### src/hw/rtl/ttyexp_pkg.sv
// ----------------------------------------------------------------------------
// ttyexp_pkg
// shared types, character codes and command encodings for the terminal
// output character expander
// ----------------------------------------------------------------------------
package ttyexp_pkg;

  localparam int COLUMN_BITS = 8;

  typedef logic [COLUMN_BITS-1:0] column_t;
  typedef logic [COLUMN_BITS:0]   column_wide_t;

  localparam logic [6:0] CH_EOT    = 7'h04;
  localparam logic [6:0] CH_BS     = 7'h08;
  localparam logic [6:0] CH_TAB    = 7'h09;
  localparam logic [6:0] CH_NL     = 7'h0a;
  localparam logic [6:0] CH_VT     = 7'h0b;
  localparam logic [6:0] CH_FF     = 7'h0c;
  localparam logic [6:0] CH_CR     = 7'h0d;
  localparam logic [6:0] CH_SPACE  = 7'h20;
  localparam logic [6:0] CH_BSLASH = 7'h5c;
  localparam logic [6:0] CH_LOW_A  = 7'h61;
  localparam logic [6:0] CH_LOW_Z  = 7'h7a;
  localparam logic [6:0] CH_TILDE  = 7'h7e;
  localparam logic [6:0] CH_DEL    = 7'h7f;
  localparam logic [6:0] CASE_DIFF = 7'h20;
  localparam logic [6:0] DELAY_MAX = 7'h7f;

  // newline delay kinds
  localparam logic [1:0] NL_COLUMN  = 2'd1;
  localparam logic [1:0] NL_FIXED   = 2'd2;
  // tab delay kinds
  localparam logic [1:0] TAB_COLUMN = 2'd1;
  localparam logic [1:0] TAB_EXPAND = 2'd3;
  // return delay kinds
  localparam logic [1:0] CR_DELAY5  = 2'd1;
  localparam logic [1:0] CR_DELAY10 = 2'd2;
  localparam logic [1:0] CR_FILL    = 2'd3;

  typedef enum logic [2:0] {
    REG_RAW, REG_CBREAK, REG_UPPER, REG_CRLF,
    REG_NL_DELAY, REG_TAB_DELAY, REG_CR_DELAY, REG_VERT_DELAY
  } reg_index_t;

  typedef enum logic [2:0] {
    ST_IDLE, ST_SEND, ST_FILL, ST_DELAY, ST_SPACE
  } state_t;

  typedef enum logic [2:0] {
    OP_NONE, OP_ACCEPT, OP_SEND, OP_FILL, OP_DELAY, OP_SPACE
  } op_t;

  typedef struct packed {
    op_t op;
  } cmd_t;

  typedef struct packed {
    logic room;
    logic drop;
    logic expand;
    logic fill;
    logic dly;
    logic pend;
    logic more;
    logic cnt_one;
    logic cnt_zero;
  } status_t;

  // upper-case terminal escapes: {hit, replacement}
  function automatic logic [7:0] esc_map(input logic [6:0] c);
    logic [7:0] r;
    r = {1'b0, c};
    case (c)
      7'h7b: r = {1'b1, 7'h28};
      7'h7d: r = {1'b1, 7'h29};
      7'h7c: r = {1'b1, 7'h21};
      7'h7e: r = {1'b1, 7'h5e};
      7'h60: r = {1'b1, 7'h27};
      default: r = {1'b0, c};
    endcase
    return r;
  endfunction

endpackage

### src/hw/rtl/ttyexp_ctrl.sv
// ----------------------------------------------------------------------------
// ttyexp_ctrl
// sequencer that steps one character through its byte run
// ----------------------------------------------------------------------------
module ttyexp_ctrl (
  input  logic                clk,
  input  logic                rst,
  input  logic                s_tvalid,
  output logic                s_tready,
  input  ttyexp_pkg::status_t sts,
  output ttyexp_pkg::cmd_t    cmd,
  output ttyexp_pkg::state_t  state
);

  ttyexp_pkg::state_t state_next;

  always_ff @(posedge clk) begin
    if (rst) begin
      state <= ttyexp_pkg::ST_IDLE;
    end else begin
      state <= state_next;
    end
  end

  always_comb begin
    state_next = state;
    cmd.op     = ttyexp_pkg::OP_NONE;
    s_tready   = 1'b0;
    case (state)
      ttyexp_pkg::ST_IDLE: begin
        s_tready = 1'b1;
        if (s_tvalid) begin
          cmd.op = ttyexp_pkg::OP_ACCEPT;
          if (sts.drop) begin
            state_next = ttyexp_pkg::ST_IDLE;
          end else if (sts.expand) begin
            state_next = ttyexp_pkg::ST_SPACE;
          end else begin
            state_next = ttyexp_pkg::ST_SEND;
          end
        end
      end
      ttyexp_pkg::ST_SEND: begin
        if (sts.room) begin
          cmd.op = ttyexp_pkg::OP_SEND;
          if (sts.fill) begin
            state_next = ttyexp_pkg::ST_FILL;
          end else if (sts.dly) begin
            state_next = ttyexp_pkg::ST_DELAY;
          end else if (sts.pend) begin
            state_next = ttyexp_pkg::ST_SEND;
          end else begin
            state_next = ttyexp_pkg::ST_IDLE;
          end
        end
      end
      ttyexp_pkg::ST_FILL: begin
        if (sts.room) begin
          cmd.op = ttyexp_pkg::OP_FILL;
          if (sts.cnt_one) begin
            state_next = sts.more ? ttyexp_pkg::ST_SEND : ttyexp_pkg::ST_IDLE;
          end
        end
      end
      ttyexp_pkg::ST_DELAY: begin
        if (sts.room) begin
          cmd.op     = ttyexp_pkg::OP_DELAY;
          state_next = sts.more ? ttyexp_pkg::ST_SEND : ttyexp_pkg::ST_IDLE;
        end
      end
      ttyexp_pkg::ST_SPACE: begin
        if (sts.room) begin
          cmd.op = ttyexp_pkg::OP_SPACE;
          if (sts.cnt_one) begin
            state_next = ttyexp_pkg::ST_IDLE;
          end
        end
      end
      default: begin
        state_next = ttyexp_pkg::ST_IDLE;
      end
    endcase
  end

endmodule

### src/hw/rtl/ttyexp_dp.sv
// ----------------------------------------------------------------------------
// ttyexp_dp
// mode registers, column tracking, character translation and output register
// ----------------------------------------------------------------------------
module ttyexp_dp (
  input  logic                clk,
  input  logic                rst,
  input  logic                cfg_we,
  input  logic [2:0]          cfg_index,
  input  logic [1:0]          cfg_data,
  input  logic [7:0]          s_tdata,
  output logic                m_tvalid,
  input  logic                m_tready,
  output logic [7:0]          m_tdata,
  output logic                m_tlast,
  input  ttyexp_pkg::cmd_t    cmd,
  output ttyexp_pkg::status_t sts
);

  logic       raw_mode;
  logic       cbreak_mode;
  logic       upper_case_terminal;
  logic       crlf_mode;
  logic [1:0] newline_delay_kind;
  logic [1:0] tab_delay_kind;
  logic [1:0] return_delay_kind;
  logic       vertical_delay;

  ttyexp_pkg::column_t column;
  logic [7:0]          ch;
  logic [6:0]          main_ch;
  logic                pend;
  logic                more;
  logic                raw_item;
  logic [3:0]          cnt;
  logic [6:0]          dly;

  // input decode
  logic [6:0] c7;
  logic [7:0] esc;
  logic [6:0] folded;
  logic       in_drop;
  logic       in_expand;
  logic       in_crlf;

  // send decode
  ttyexp_pkg::column_t      col_new;
  ttyexp_pkg::column_wide_t nl_d;
  logic [3:0]               tab_d;
  logic [3:0]               snd_fill;
  logic [6:0]               snd_dly;
  logic                     send_last;

  always_ff @(posedge clk) begin
    if (rst) begin
      raw_mode            <= 1'b0;
      cbreak_mode         <= 1'b0;
      upper_case_terminal <= 1'b0;
      crlf_mode           <= 1'b0;
      newline_delay_kind  <= 2'd0;
      tab_delay_kind      <= 2'd0;
      return_delay_kind   <= 2'd0;
      vertical_delay      <= 1'b0;
    end else if (cfg_we) begin
      case (ttyexp_pkg::reg_index_t'(cfg_index))
        ttyexp_pkg::REG_RAW:        raw_mode            <= cfg_data[0];
        ttyexp_pkg::REG_CBREAK:     cbreak_mode         <= cfg_data[0];
        ttyexp_pkg::REG_UPPER:      upper_case_terminal <= cfg_data[0];
        ttyexp_pkg::REG_CRLF:       crlf_mode           <= cfg_data[0];
        ttyexp_pkg::REG_NL_DELAY:   newline_delay_kind  <= cfg_data;
        ttyexp_pkg::REG_TAB_DELAY:  tab_delay_kind      <= cfg_data;
        ttyexp_pkg::REG_CR_DELAY:   return_delay_kind   <= cfg_data;
        ttyexp_pkg::REG_VERT_DELAY: vertical_delay      <= cfg_data[0];
        default: ;
      endcase
    end
  end

  always_comb begin
    c7        = s_tdata[6:0];
    in_drop   = !raw_mode && !cbreak_mode && (c7 == ttyexp_pkg::CH_EOT);
    in_expand = !raw_mode && (c7 == ttyexp_pkg::CH_TAB) &&
                (tab_delay_kind == ttyexp_pkg::TAB_EXPAND);
    esc       = upper_case_terminal ? ttyexp_pkg::esc_map(c7) : {1'b0, c7};
    folded    = esc[6:0];
    if (upper_case_terminal &&
        (esc[6:0] inside {[ttyexp_pkg::CH_LOW_A:ttyexp_pkg::CH_LOW_Z]})) begin
      folded = esc[6:0] - ttyexp_pkg::CASE_DIFF;
    end
    in_crlf = crlf_mode && (folded == ttyexp_pkg::CH_NL);
  end

  always_comb begin
    col_new  = column;
    snd_fill = 4'd0;
    snd_dly  = 7'd0;
    nl_d     = {1'b0, column >> 4} + ttyexp_pkg::column_wide_t'(3);
    tab_d    = 4'd9 - {1'b0, column[2:0]};
    if (nl_d < ttyexp_pkg::column_wide_t'(6)) begin
      nl_d = ttyexp_pkg::column_wide_t'(6);
    end
    if (nl_d > ttyexp_pkg::column_wide_t'(ttyexp_pkg::DELAY_MAX)) begin
      nl_d = ttyexp_pkg::column_wide_t'(ttyexp_pkg::DELAY_MAX);
    end
    if (!raw_item) begin
      case (ch[6:0]) inside
        [ttyexp_pkg::CH_SPACE:ttyexp_pkg::CH_TILDE]: begin
          col_new = ttyexp_pkg::column_t'(column + 1'b1);
        end
        ttyexp_pkg::CH_BS: begin
          if (column != '0) begin
            col_new = ttyexp_pkg::column_t'(column - 1'b1);
          end
        end
        ttyexp_pkg::CH_NL: begin
          if (newline_delay_kind == ttyexp_pkg::NL_COLUMN) begin
            if (column != '0) begin
              snd_dly = nl_d[6:0];
            end
          end else if (newline_delay_kind == ttyexp_pkg::NL_FIXED) begin
            snd_dly = 7'd6;
          end
          col_new = '0;
        end
        ttyexp_pkg::CH_TAB: begin
          if (tab_delay_kind == ttyexp_pkg::TAB_COLUMN && tab_d >= 4'd5) begin
            snd_dly = {3'b000, tab_d};
          end
          col_new = ttyexp_pkg::column_t'((column | ttyexp_pkg::column_t'(7)) + 1'b1);
        end
        ttyexp_pkg::CH_VT, ttyexp_pkg::CH_FF: begin
          if (vertical_delay) begin
            snd_dly = ttyexp_pkg::DELAY_MAX;
          end
        end
        ttyexp_pkg::CH_CR: begin
          if (return_delay_kind == ttyexp_pkg::CR_DELAY5) begin
            snd_dly = 7'd5;
          end else if (return_delay_kind == ttyexp_pkg::CR_DELAY10) begin
            snd_dly = 7'd10;
          end else if (return_delay_kind == ttyexp_pkg::CR_FILL) begin
            if (column < ttyexp_pkg::column_t'(9)) begin
              snd_fill = 4'd9 - column[3:0];
            end
          end
          col_new = '0;
        end
        default: ;
      endcase
    end
    send_last = (snd_fill == 4'd0) && (snd_dly == 7'd0) && !pend;
  end

  always_comb begin
    sts.room     = !m_tvalid || m_tready;
    sts.drop     = in_drop;
    sts.expand   = in_expand;
    sts.fill     = snd_fill != 4'd0;
    sts.dly      = snd_dly != 7'd0;
    sts.pend     = pend;
    sts.more     = more;
    sts.cnt_one  = cnt == 4'd1;
    sts.cnt_zero = cnt == 4'd0;
  end

  // control state
  always_ff @(posedge clk) begin
    if (rst) begin
      column   <= '0;
      pend     <= 1'b0;
      more     <= 1'b0;
      raw_item <= 1'b0;
      m_tvalid <= 1'b0;
    end else begin
      if (m_tready) begin
        m_tvalid <= 1'b0;
      end
      case (cmd.op)
        ttyexp_pkg::OP_ACCEPT: begin
          raw_item <= raw_mode;
          more     <= 1'b0;
          pend     <= !raw_mode && !in_expand && (esc[7] || in_crlf);
        end
        ttyexp_pkg::OP_SEND: begin
          m_tvalid <= 1'b1;
          column   <= col_new;
          pend     <= 1'b0;
          more     <= pend;
        end
        ttyexp_pkg::OP_FILL, ttyexp_pkg::OP_DELAY: begin
          m_tvalid <= 1'b1;
        end
        ttyexp_pkg::OP_SPACE: begin
          m_tvalid <= 1'b1;
          column   <= ttyexp_pkg::column_t'(column + 1'b1);
        end
        default: ;
      endcase
    end
  end

  // payload
  always_ff @(posedge clk) begin
    case (cmd.op)
      ttyexp_pkg::OP_ACCEPT: begin
        main_ch <= folded;
        cnt     <= 4'd8 - {1'b0, column[2:0]};
        if (raw_mode) begin
          ch <= s_tdata;
        end else if (esc[7]) begin
          ch <= {1'b0, ttyexp_pkg::CH_BSLASH};
        end else if (in_crlf) begin
          ch <= {1'b0, ttyexp_pkg::CH_CR};
        end else begin
          ch <= {1'b0, folded};
        end
      end
      ttyexp_pkg::OP_SEND: begin
        m_tdata <= ch;
        m_tlast <= send_last;
        cnt     <= snd_fill;
        dly     <= snd_dly;
        if (pend) begin
          ch <= {1'b0, main_ch};
        end
      end
      ttyexp_pkg::OP_FILL: begin
        m_tdata <= {1'b0, ttyexp_pkg::CH_DEL};
        m_tlast <= (cnt == 4'd1) && !more;
        cnt     <= cnt - 4'd1;
      end
      ttyexp_pkg::OP_DELAY: begin
        m_tdata <= {1'b1, dly};
        m_tlast <= !more;
      end
      ttyexp_pkg::OP_SPACE: begin
        m_tdata <= {1'b0, ttyexp_pkg::CH_SPACE};
        m_tlast <= cnt == 4'd1;
        cnt     <= cnt - 4'd1;
      end
      default: ;
    endcase
  end

endmodule

### src/hw/rtl/tty_output_char_expander.sv
// ----------------------------------------------------------------------------
// tty_output_char_expander
// expands one terminal character into the run of bytes to transmit
// ----------------------------------------------------------------------------
// input is taken only in idle; the send or space state that follows loads the
// first byte of a run into the output register; a run has up to 12 bytes, sent
//   one byte per cycle out of the sequencer while the output has room
// output stalls hold the sequencer; the output register frees the input side
// reset: synchronous, clears modes, column, sequencer and output valid
module tty_output_char_expander (
  input  logic       clk,
  input  logic       rst,
  input  logic       cfg_we,
  input  logic [2:0] cfg_index,
  input  logic [1:0] cfg_data,
  input  logic       s_tvalid,
  output logic       s_tready,
  input  logic [7:0] s_tdata,   // char_in
  output logic       m_tvalid,
  input  logic       m_tready,
  output logic [7:0] m_tdata,   // out_byte
  output logic       m_tlast    // last_byte
);

  ttyexp_pkg::cmd_t    cmd;
  ttyexp_pkg::status_t sts;
  ttyexp_pkg::state_t  state;

  ttyexp_ctrl u_ctrl (
    .clk      (clk),
    .rst      (rst),
    .s_tvalid (s_tvalid),
    .s_tready (s_tready),
    .sts      (sts),
    .cmd      (cmd),
    .state    (state)
  );

  ttyexp_dp u_dp (
    .clk       (clk),
    .rst       (rst),
    .cfg_we    (cfg_we),
    .cfg_index (cfg_index),
    .cfg_data  (cfg_data),
    .s_tdata   (s_tdata),
    .m_tvalid  (m_tvalid),
    .m_tready  (m_tready),
    .m_tdata   (m_tdata),
    .m_tlast   (m_tlast),
    .cmd       (cmd),
    .sts       (sts)
  );

  // a counted run never starts with an empty count
  a_cnt_nonzero: assert property (@(posedge clk) disable iff (rst)
    (state == ttyexp_pkg::ST_FILL || state == ttyexp_pkg::ST_SPACE) |-> !sts.cnt_zero)
    else $error("run count is zero in a counted state");

  // an idle sequencer only leaves the final byte of a run waiting
  a_idle_last: assert property (@(posedge clk) disable iff (rst)
    (state == ttyexp_pkg::ST_IDLE && m_tvalid) |-> m_tlast)
    else $error("idle with a non-final byte pending");

  // returning to idle always follows loading the final byte
  a_end_of_run: assert property (@(posedge clk) disable iff (rst)
    (state == ttyexp_pkg::ST_IDLE && $past(state) != ttyexp_pkg::ST_IDLE && !$past(rst))
    |-> (m_tvalid && m_tlast))
    else $error("run ended without a final byte");

endmodule

### config.mk
export PLATFORM = sky130hd
export DESIGN_NAME = tty_output_char_expander
export DESIGN_NICKNAME = d
export VERILOG_FILES = /design/src/hw/rtl/ttyexp_pkg.sv /design/src/hw/rtl/ttyexp_ctrl.sv /design/src/hw/rtl/ttyexp_dp.sv /design/src/hw/rtl/tty_output_char_expander.sv
export SDC_FILE = /design/constraint.sdc
export NUM_CORES = 1
export LEC_CHECK = 0
export BUFFER_PORTS_ARGS = -buffer_cell sky130_fd_sc_hd__buf_4
export CAP_MARGIN = 20
export CORE_MARGIN = 8
export CORE_UTILIZATION = 44
export DETAILED_ROUTE_END_ITERATION = 10
export SLEW_MARGIN = 20
export SYNTH_ARGS = -nofsm -noshare
export SYNTH_HDL_FRONTEND = slang
export SYNTH_SLANG_ARGS = --single-unit
### constraint.sdc
create_clock -name clk -period 3.2 [get_ports clk]
set_input_delay 0.48 -clock clk [delete_from_list [all_inputs] [get_ports clk]]
set_output_delay 0.48 -clock clk [all_outputs]
set_load 0.1 [all_outputs]
== Word-level counts from Yosys, hierarchy flattened ==
Cells that the tools add are included.

* Output and inout bits: 11
* Logic and storage cells: 207
* Bits of input ports: 18
* Register bits: 61

* Reductions and logical operators: 48
* Add/sub/neg operators: 9
* Eq/ne operators: 50
* $lt $le $gt $ge: 8
* Mux-type cells: 72

{| class="wikitable"
|+ Operator list
! operator !! number
|-
| 2-to-1 mux 7 bit || 14
|-
| 2-to-1 mux 8 bit || 12
|-
| == test 7 x 4 -> 1 bit, second input constant || 8
|-
| 2-to-1 mux 4 bit || 13
|-
| 2-to-1 mux 3 bit || 14
|-
| case mux 8 bit (5 select lines) || 1
|-
| == test 7 bit, second input constant || 5
|-
| case mux 8 bit (2 select lines) || 2
|-
| case mux 8 bit (4 select lines) || 1
|-
| case mux 3 bit (5 select lines) || 2
|-
| == test 3 bit, second input constant || 7
|-
| == test 3 x 2 -> 1 bit, second input constant || 6
|-
| AND reduction 2 bit || 9
|-
| adder 8 x 1 -> 8 bit, second input constant || 2
|-
| != test 2 bit, second input constant || 8
|-
| <= comparator 7 bit, second input constant || 2
|-
| logical AND 1 bit || 14
|-
| case mux 4 bit (3 select lines) || 1
|-
| == test 3 x 1 -> 1 bit, second input constant || 3
|-
| < comparator 9 x 3 -> 1 bit, second input constant || 1
|-
| == test 2 bit, second input constant || 4
|-
| < comparator 8 x 4 -> 1 bit, second input constant || 1
|-
| nonzero test 4 bit || 2
|-
| nonzero test 8 bit || 1
|-
| 34 further kinds || 54
|}

== Logic depth before layout (Yosys ltp) ==
* Word-level depth: 16
* Depth in mapped cells: 11
* Mapped depth without buffers: 10

== By module ==
Synthesis repeated with hierarchy kept, for this count alone.

* Cells, all modules: 501
* Area total of the unflattened synthesis: 4300.4 um^2

{| class="wikitable"
|+ By module, submodules not included
! module !! instances !! sequential area each (um^2) !! area an instance (um^2) !! cells each
|-
| ttyexp_dp || 1 || 1481.4 || 3953.8 || 462
|-
| ttyexp_ctrl || 1 || 60.1 || 346.6 || 39
|}

== Least setup slack after synthesis ==
No wires, ideal clock.

* Path type: reg2reg
* From: register u_ctrl.state[0]
* To: register u_ctrl.state[0]
* Arrival time: 4.193 ns
* Stages on the path, launching flop included: 9
* Path slack: -1.067 ns
* Library setup time: 0.074 ns
* Buffers on the path: 1
* Clock period less this slack: 4.267 ns
* Data required time: 3.126 ns
* Cell sequence: dfxtp_1 clkbuf_1 nor3_1 nand2_1 o2111a_1 a2111oi_0 o21ai_0 o31a_1 o21ai_0

* Longest elaborated chain between the ends: 3
* Elaborated cells on any way between the ends: 14
* Those cells by class: 11 x eq/ne; 1 x mux; 2 x reduce/logical

{| class="wikitable"
|+ RTL lines
! element !! RTL line !! RTL
|-
| start, declared || ttyexp_ctrl.sv:12 || <nowiki>output ttyexp_pkg::state_t state</nowiki>
|-
| start signal, assigned || ttyexp_ctrl.sv:19 || <nowiki>state <= ttyexp_pkg::ST_IDLE;</nowiki>
|-
| start signal, assigned || ttyexp_ctrl.sv:21 || <nowiki>state <= state_next;</nowiki>
|-
| == test 3 bit, or another cell as far along || ttyexp_ctrl.sv:29 || <nowiki>case (state)</nowiki>
|-
| != test 2 bit (no source line) || -- ||
|-
| AND reduction 7 bit (no source line) || -- ||
|}

Several ways; a longest one is shown, not always the timed one.
A chain may end at the register's enable or synchronous reset.

== Worst setup path in the final report ==
* From: input s_tdata[0]
* To: register u_dp.ch[0], data pin

* Longest elaborated chain between the ends: 13
* Elaborated cells on any way between the ends: 19
* Those cells by class: 1 x add/sub; 2 x order compare; 6 x eq/ne; 7 x mux; 3 x reduce/logical

{| class="wikitable"
|+ RTL lines
! element !! RTL line !! RTL
|-
| start, declared || tty_output_char_expander.sv:18 || <nowiki>input logic [7:0] s_tdata,</nowiki>
|-
| == test 7 bit || ttyexp_pkg.sv:73 || <nowiki>case (c)</nowiki>
|-
| case mux 8 bit (5 select lines) || ttyexp_pkg.sv:73 ||
|-
| 2-to-1 mux 8 bit || ttyexp_dp.sv:84 || <nowiki>esc = upper_case_terminal ? ttyexp_pkg::esc_map(c7) : {1'b0, c7};</nowiki>
|-
| greater-or-equal comparator 7 bit / <= comparator 7 bit (equally long branches) || ttyexp_dp.sv:87 || <nowiki>(esc[6:0] inside {[ttyexp_pkg::CH_LOW_A:ttyexp_pkg::CH_LOW_Z]})) begin</nowiki>
|-
| logical AND 1 bit || ttyexp_dp.sv:87 ||
|-
| logical AND 1 bit || ttyexp_dp.sv:86 || <nowiki>if (upper_case_terminal &&</nowiki>
|-
| 2-to-1 mux 7 bit || ttyexp_dp.sv:86 ||
|-
| == test 7 x 4 -> 1 bit || ttyexp_dp.sv:90 || <nowiki>in_crlf = crlf_mode && (folded == ttyexp_pkg::CH_NL);</nowiki>
|-
| logical AND 1 bit || ttyexp_dp.sv:90 ||
|-
| 2-to-1 mux 7 bit || ttyexp_dp.sv:212 || <nowiki>end else if (in_crlf) begin</nowiki>
|-
| 2-to-1 mux 8 bit || ttyexp_dp.sv:210 || <nowiki>end else if (esc[7]) begin</nowiki>
|-
| 2-to-1 mux 8 bit * || ttyexp_dp.sv:208 || <nowiki>if (raw_mode) begin</nowiki>
|-
| case mux 8 bit (2 select lines) * || ttyexp_dp.sv:204 || <nowiki>case (cmd.op)</nowiki>
|-
| end signal, assigned || ttyexp_dp.sv:209 || <nowiki>ch <= s_tdata;</nowiki>
|-
| end signal, assigned || ttyexp_dp.sv:211 || <nowiki>ch <= {1'b0, ttyexp_pkg::CH_BSLASH};</nowiki>
|-
| end signal, assigned || ttyexp_dp.sv:213 || <nowiki>ch <= {1'b0, ttyexp_pkg::CH_CR};</nowiki>
|-
| end, declared || ttyexp_dp.sv:30 || <nowiki>logic [7:0] ch;</nowiki>
|}

Every way passes the cells marked *; elsewhere a longest branch is shown, timed or not.

==> flow_metrics.tcl <==
set metrics [dict create \
    core_sq_um 9590 \
    hold_class "in2reg" \
    fin_crit_sh_pct 85.2 \
    drtAntennaViolNets 0 \
    async_reset_ff_share_pct 0 \
    drive_above_1_share_pct 12.6 \
    critPathSlowestCell "or4_1" \
    p_sw_w 0.000758 \
    synth.distinct_cells 76 \
    grt_max_degree 30 \
    cp.arrival_ps 2810 \
    drt-pass1-iter-count 5 \
    status "finished clean" \
    clock_path_buffers 2 \
    tightest_slew_ps 684 \
    slew_headroom_pct 54.4 \
    ys_ff_latch 60 \
    max_stage_delay_ps 510 \
    rows 36 \
    fin_util_pct 49.2 \
    cts_root_buffer "clkbuf_8" \
    ctsHoldBuffers 0 \
    clk_pin_slew_worst_paths_ps 70 \
    initial_core_util_pct 44.7 \
    grt_pass1_wl_mm 18.0 \
    track_usage_pct 17.2 \
    maxSlewViolCount 0 \
    worstSkewPairLatency_ps 340 \
    drtIter0Drc 366 \
    fin_nets 557 \
    fillers 944 \
    synthFlopType "edfxtp_1" \
    die_w_microns 115 \
    rsz0062_at_grt "false" \
    worstPathCellList "buf_4 > or4_1 > a21oi_1 > a31oi_1 > o21a_1 > ha_1 > o2111ai_1 > a21oi_1 > a2111oi_0 > o31ai_1" \
    start_kind "input pin" \
    path_class "in2reg" \
    final_common_cell "nand2_1" \
    timing.fmax_ghz 0.367 \
    cts_max_level 3 \
    setup_tns_ps 0 \
    irDropWorstVdd_uv 195 \
    final_cell_mix "nand2_1, a21oi_1, nor2_1" \
    antenna_found_initial 0 \
    port-buffer-count 28 \
    timing.final.ws_setup_ps 473 \
    dr_total_vias 3839 \
    post_drt_wl_per_cell_microns 16.5 \
    numCtsBuffers 9 \
    syn_area_per_cell_sq_um 8.29 \
    cp.required_ps 3280 \
    drc 0 \
    clkSinkCount 60 \
    endpoint_kind "flip-flop" \
    critical_path.most_common_cell "a21oi_1" \
    seq_area_frac_synth_pct 36.0 \
    pwr-share-seq_pct 44.4 \
    swShare_pct 34.6 \
    comb_power_share_pct 26.0 \
    place.gp.congestion 0.854 \
    ios 29 \
    pwr-share-clk_pct 29.6 \
    die_y_microns 115 \
    synthesis.area_sq_um 4290 \
    syn_nets 548 \
    tritoncts "yes" \
    postCtsSetupBuffers 0 \
    fin_skew_ps 10.4 \
    hpwlAfterDp_mm 8.00 \
    synth-edff-count 34 \
    final.min_clock_period_ps 2730 \
    wirelength_mm 10.9 \
    p_leak_nw 1.70 \
    grt_pass1_vias 3549 \
    cts-resized-gates 0 \
    pre_cts_slack_ps 144 \
    powerDensity_nw_per_um2 464 \
    syn_to_final_growth_pct 10.2 \
    max-cap-violations 0 \
    grt_overflow 0 \
    yosysWarnings 0 \
    finalSetupViolations 0 \
    die_area_sq_um 13200 \
    syn_inst 517 \
    cp_max_fo 14 \
    diodes 0 \
    hold_violations 0 \
    internal_power_w 0.00143 \
    viasPerCell 5.79 \
]
-- worst max-delay path: cells and delay by family --
kind / cells / cell delay [ps]
AO/OA/AOI/OAI: 7 / 1440
AND/OR/NAND/NOR: 1 / 510
adder cells (fa/ha/maj): 1 / 220
buffers and inverters: 1 / 160
-- power by group through the flow --
stage | Clock (W) | Combinational (W) | Sequential, W
final | 0.000650 | 0.000569 | 0.000972
after global routing | 0.000706 | 0.000626 | 0.000984
after CTS | 0.000674 | 0.000572 | 0.000972
after detailed placement | 0 | 0.000569 | 0.000989
after global placement | 0 | 0.000561 | 0.000986
after floorplan | 0 | 0.000362 | 0.00104
-- worst paths after layout --
check	start	end	cells past startpoint	slack, ps
worst max register to register	u_dp.ch[4]	u_dp.m_tlast	7	550
worst min-delay path	cfg_data[1]	u_dp.tab_delay_kind[1]	3	410
worst min register to register	u_dp.raw_item	u_dp.raw_item	2	480
worst max-delay path	s_tdata[0]	u_dp.ch[0]	10	470
-- routing by layer --
layer / share of wire [%] / up-vias / track usage (%)
met5: 0 / - / 0
li1: - / 1919 / -
met3: 4.8 / 20 / 3.85
met1: 48 / 1787 / 22.6
met2: 46 / 113 / 26.7
met4: 1.8 / 0 / 6.57
-- registers in the layout, indices dropped and copies added, names as in the netlist --
| signal | cells |
|---|---|
| u_dp.ch | 8 |
| u_dp.column | 8 |
| u_dp.m_tdata | 8 |
| u_dp.main_ch | 7 |
| u_dp.dly | 6 |
| u_dp.cnt | 4 |
| u_ctrl.state | 3 |
| u_dp.newline_delay_kind | 2 |
| u_dp.return_delay_kind | 2 |
| u_dp.tab_delay_kind | 2 |
| u_dp.cbreak_mode | 1 |
| u_dp.crlf_mode | 1 |
| u_dp.m_tlast | 1 |
| u_dp.m_tvalid | 1 |
| u_dp.more | 1 |
| u_dp.pend | 1 |
| u_dp.raw_item | 1 |
| u_dp.raw_mode | 1 |
| u_dp.upper_case_terminal | 1 |
| u_dp.vertical_delay | 1 |
-- area by class of cell --
| type | instances | area (sq um) | share of cell area [%] |
|---|---|---|---|
| multi-input combinational | 393 | 2460 | 52.2 |
| sequential | 60 | 1540 | 32.7 |
| timing repair buffer | 36 | 270 | 5.72 |
| tap | 133 | 166 | 3.53 |
| clock buffer | 9 | 124 | 2.62 |
| inverter | 26 | 97.6 | 2.07 |
| clock inverter | 6 | 56.3 | 1.19 |
-- cells in the mapped netlist (all sizes together), types with 10 or more instances --
cell type,instances,area (sq um)
nand3,18,90.1
inv,26,97.6
ha,13,163
clkbuf,23,86.3
edfxtp,34,1020
buf,15,100
nor3,17,90.1
nand2,64,240
dfxtp,26,521
mux2i,12,120
nor2,41,154
nor2b,11,68.8
a21oi,44,224
nand2b,10,62.6
o21ai,33,173
-- stage by stage --
step	instances	instance area (sq um)	hold WS (ps)	power [W]
finish	663	4720	411	0.00219
global route	663	4720	418	0.00232
CTS	663	4720	386	0.00222
detailed placement	648	4540	468	0.00156
global placement	648	4540	465	0.00155
floorplan	517	4290	444	0.00141
-- logic make-up (layout without fill, tap and decap cells) --
family	count (synthesis)	in the layout	share of synthesized area [%]
buffers and inverters	64	77	6.63
DFF	60	60	36.0
muxes	12	12	2.80
and+or+nand+nor	210	210	26.2
adders and majority gates	13	13	3.80
xor gates and xnor gates	8	8	1.64
AOI/OAI and AO/OA	150	150	23.0
Power figures use the tool's default switching activity.
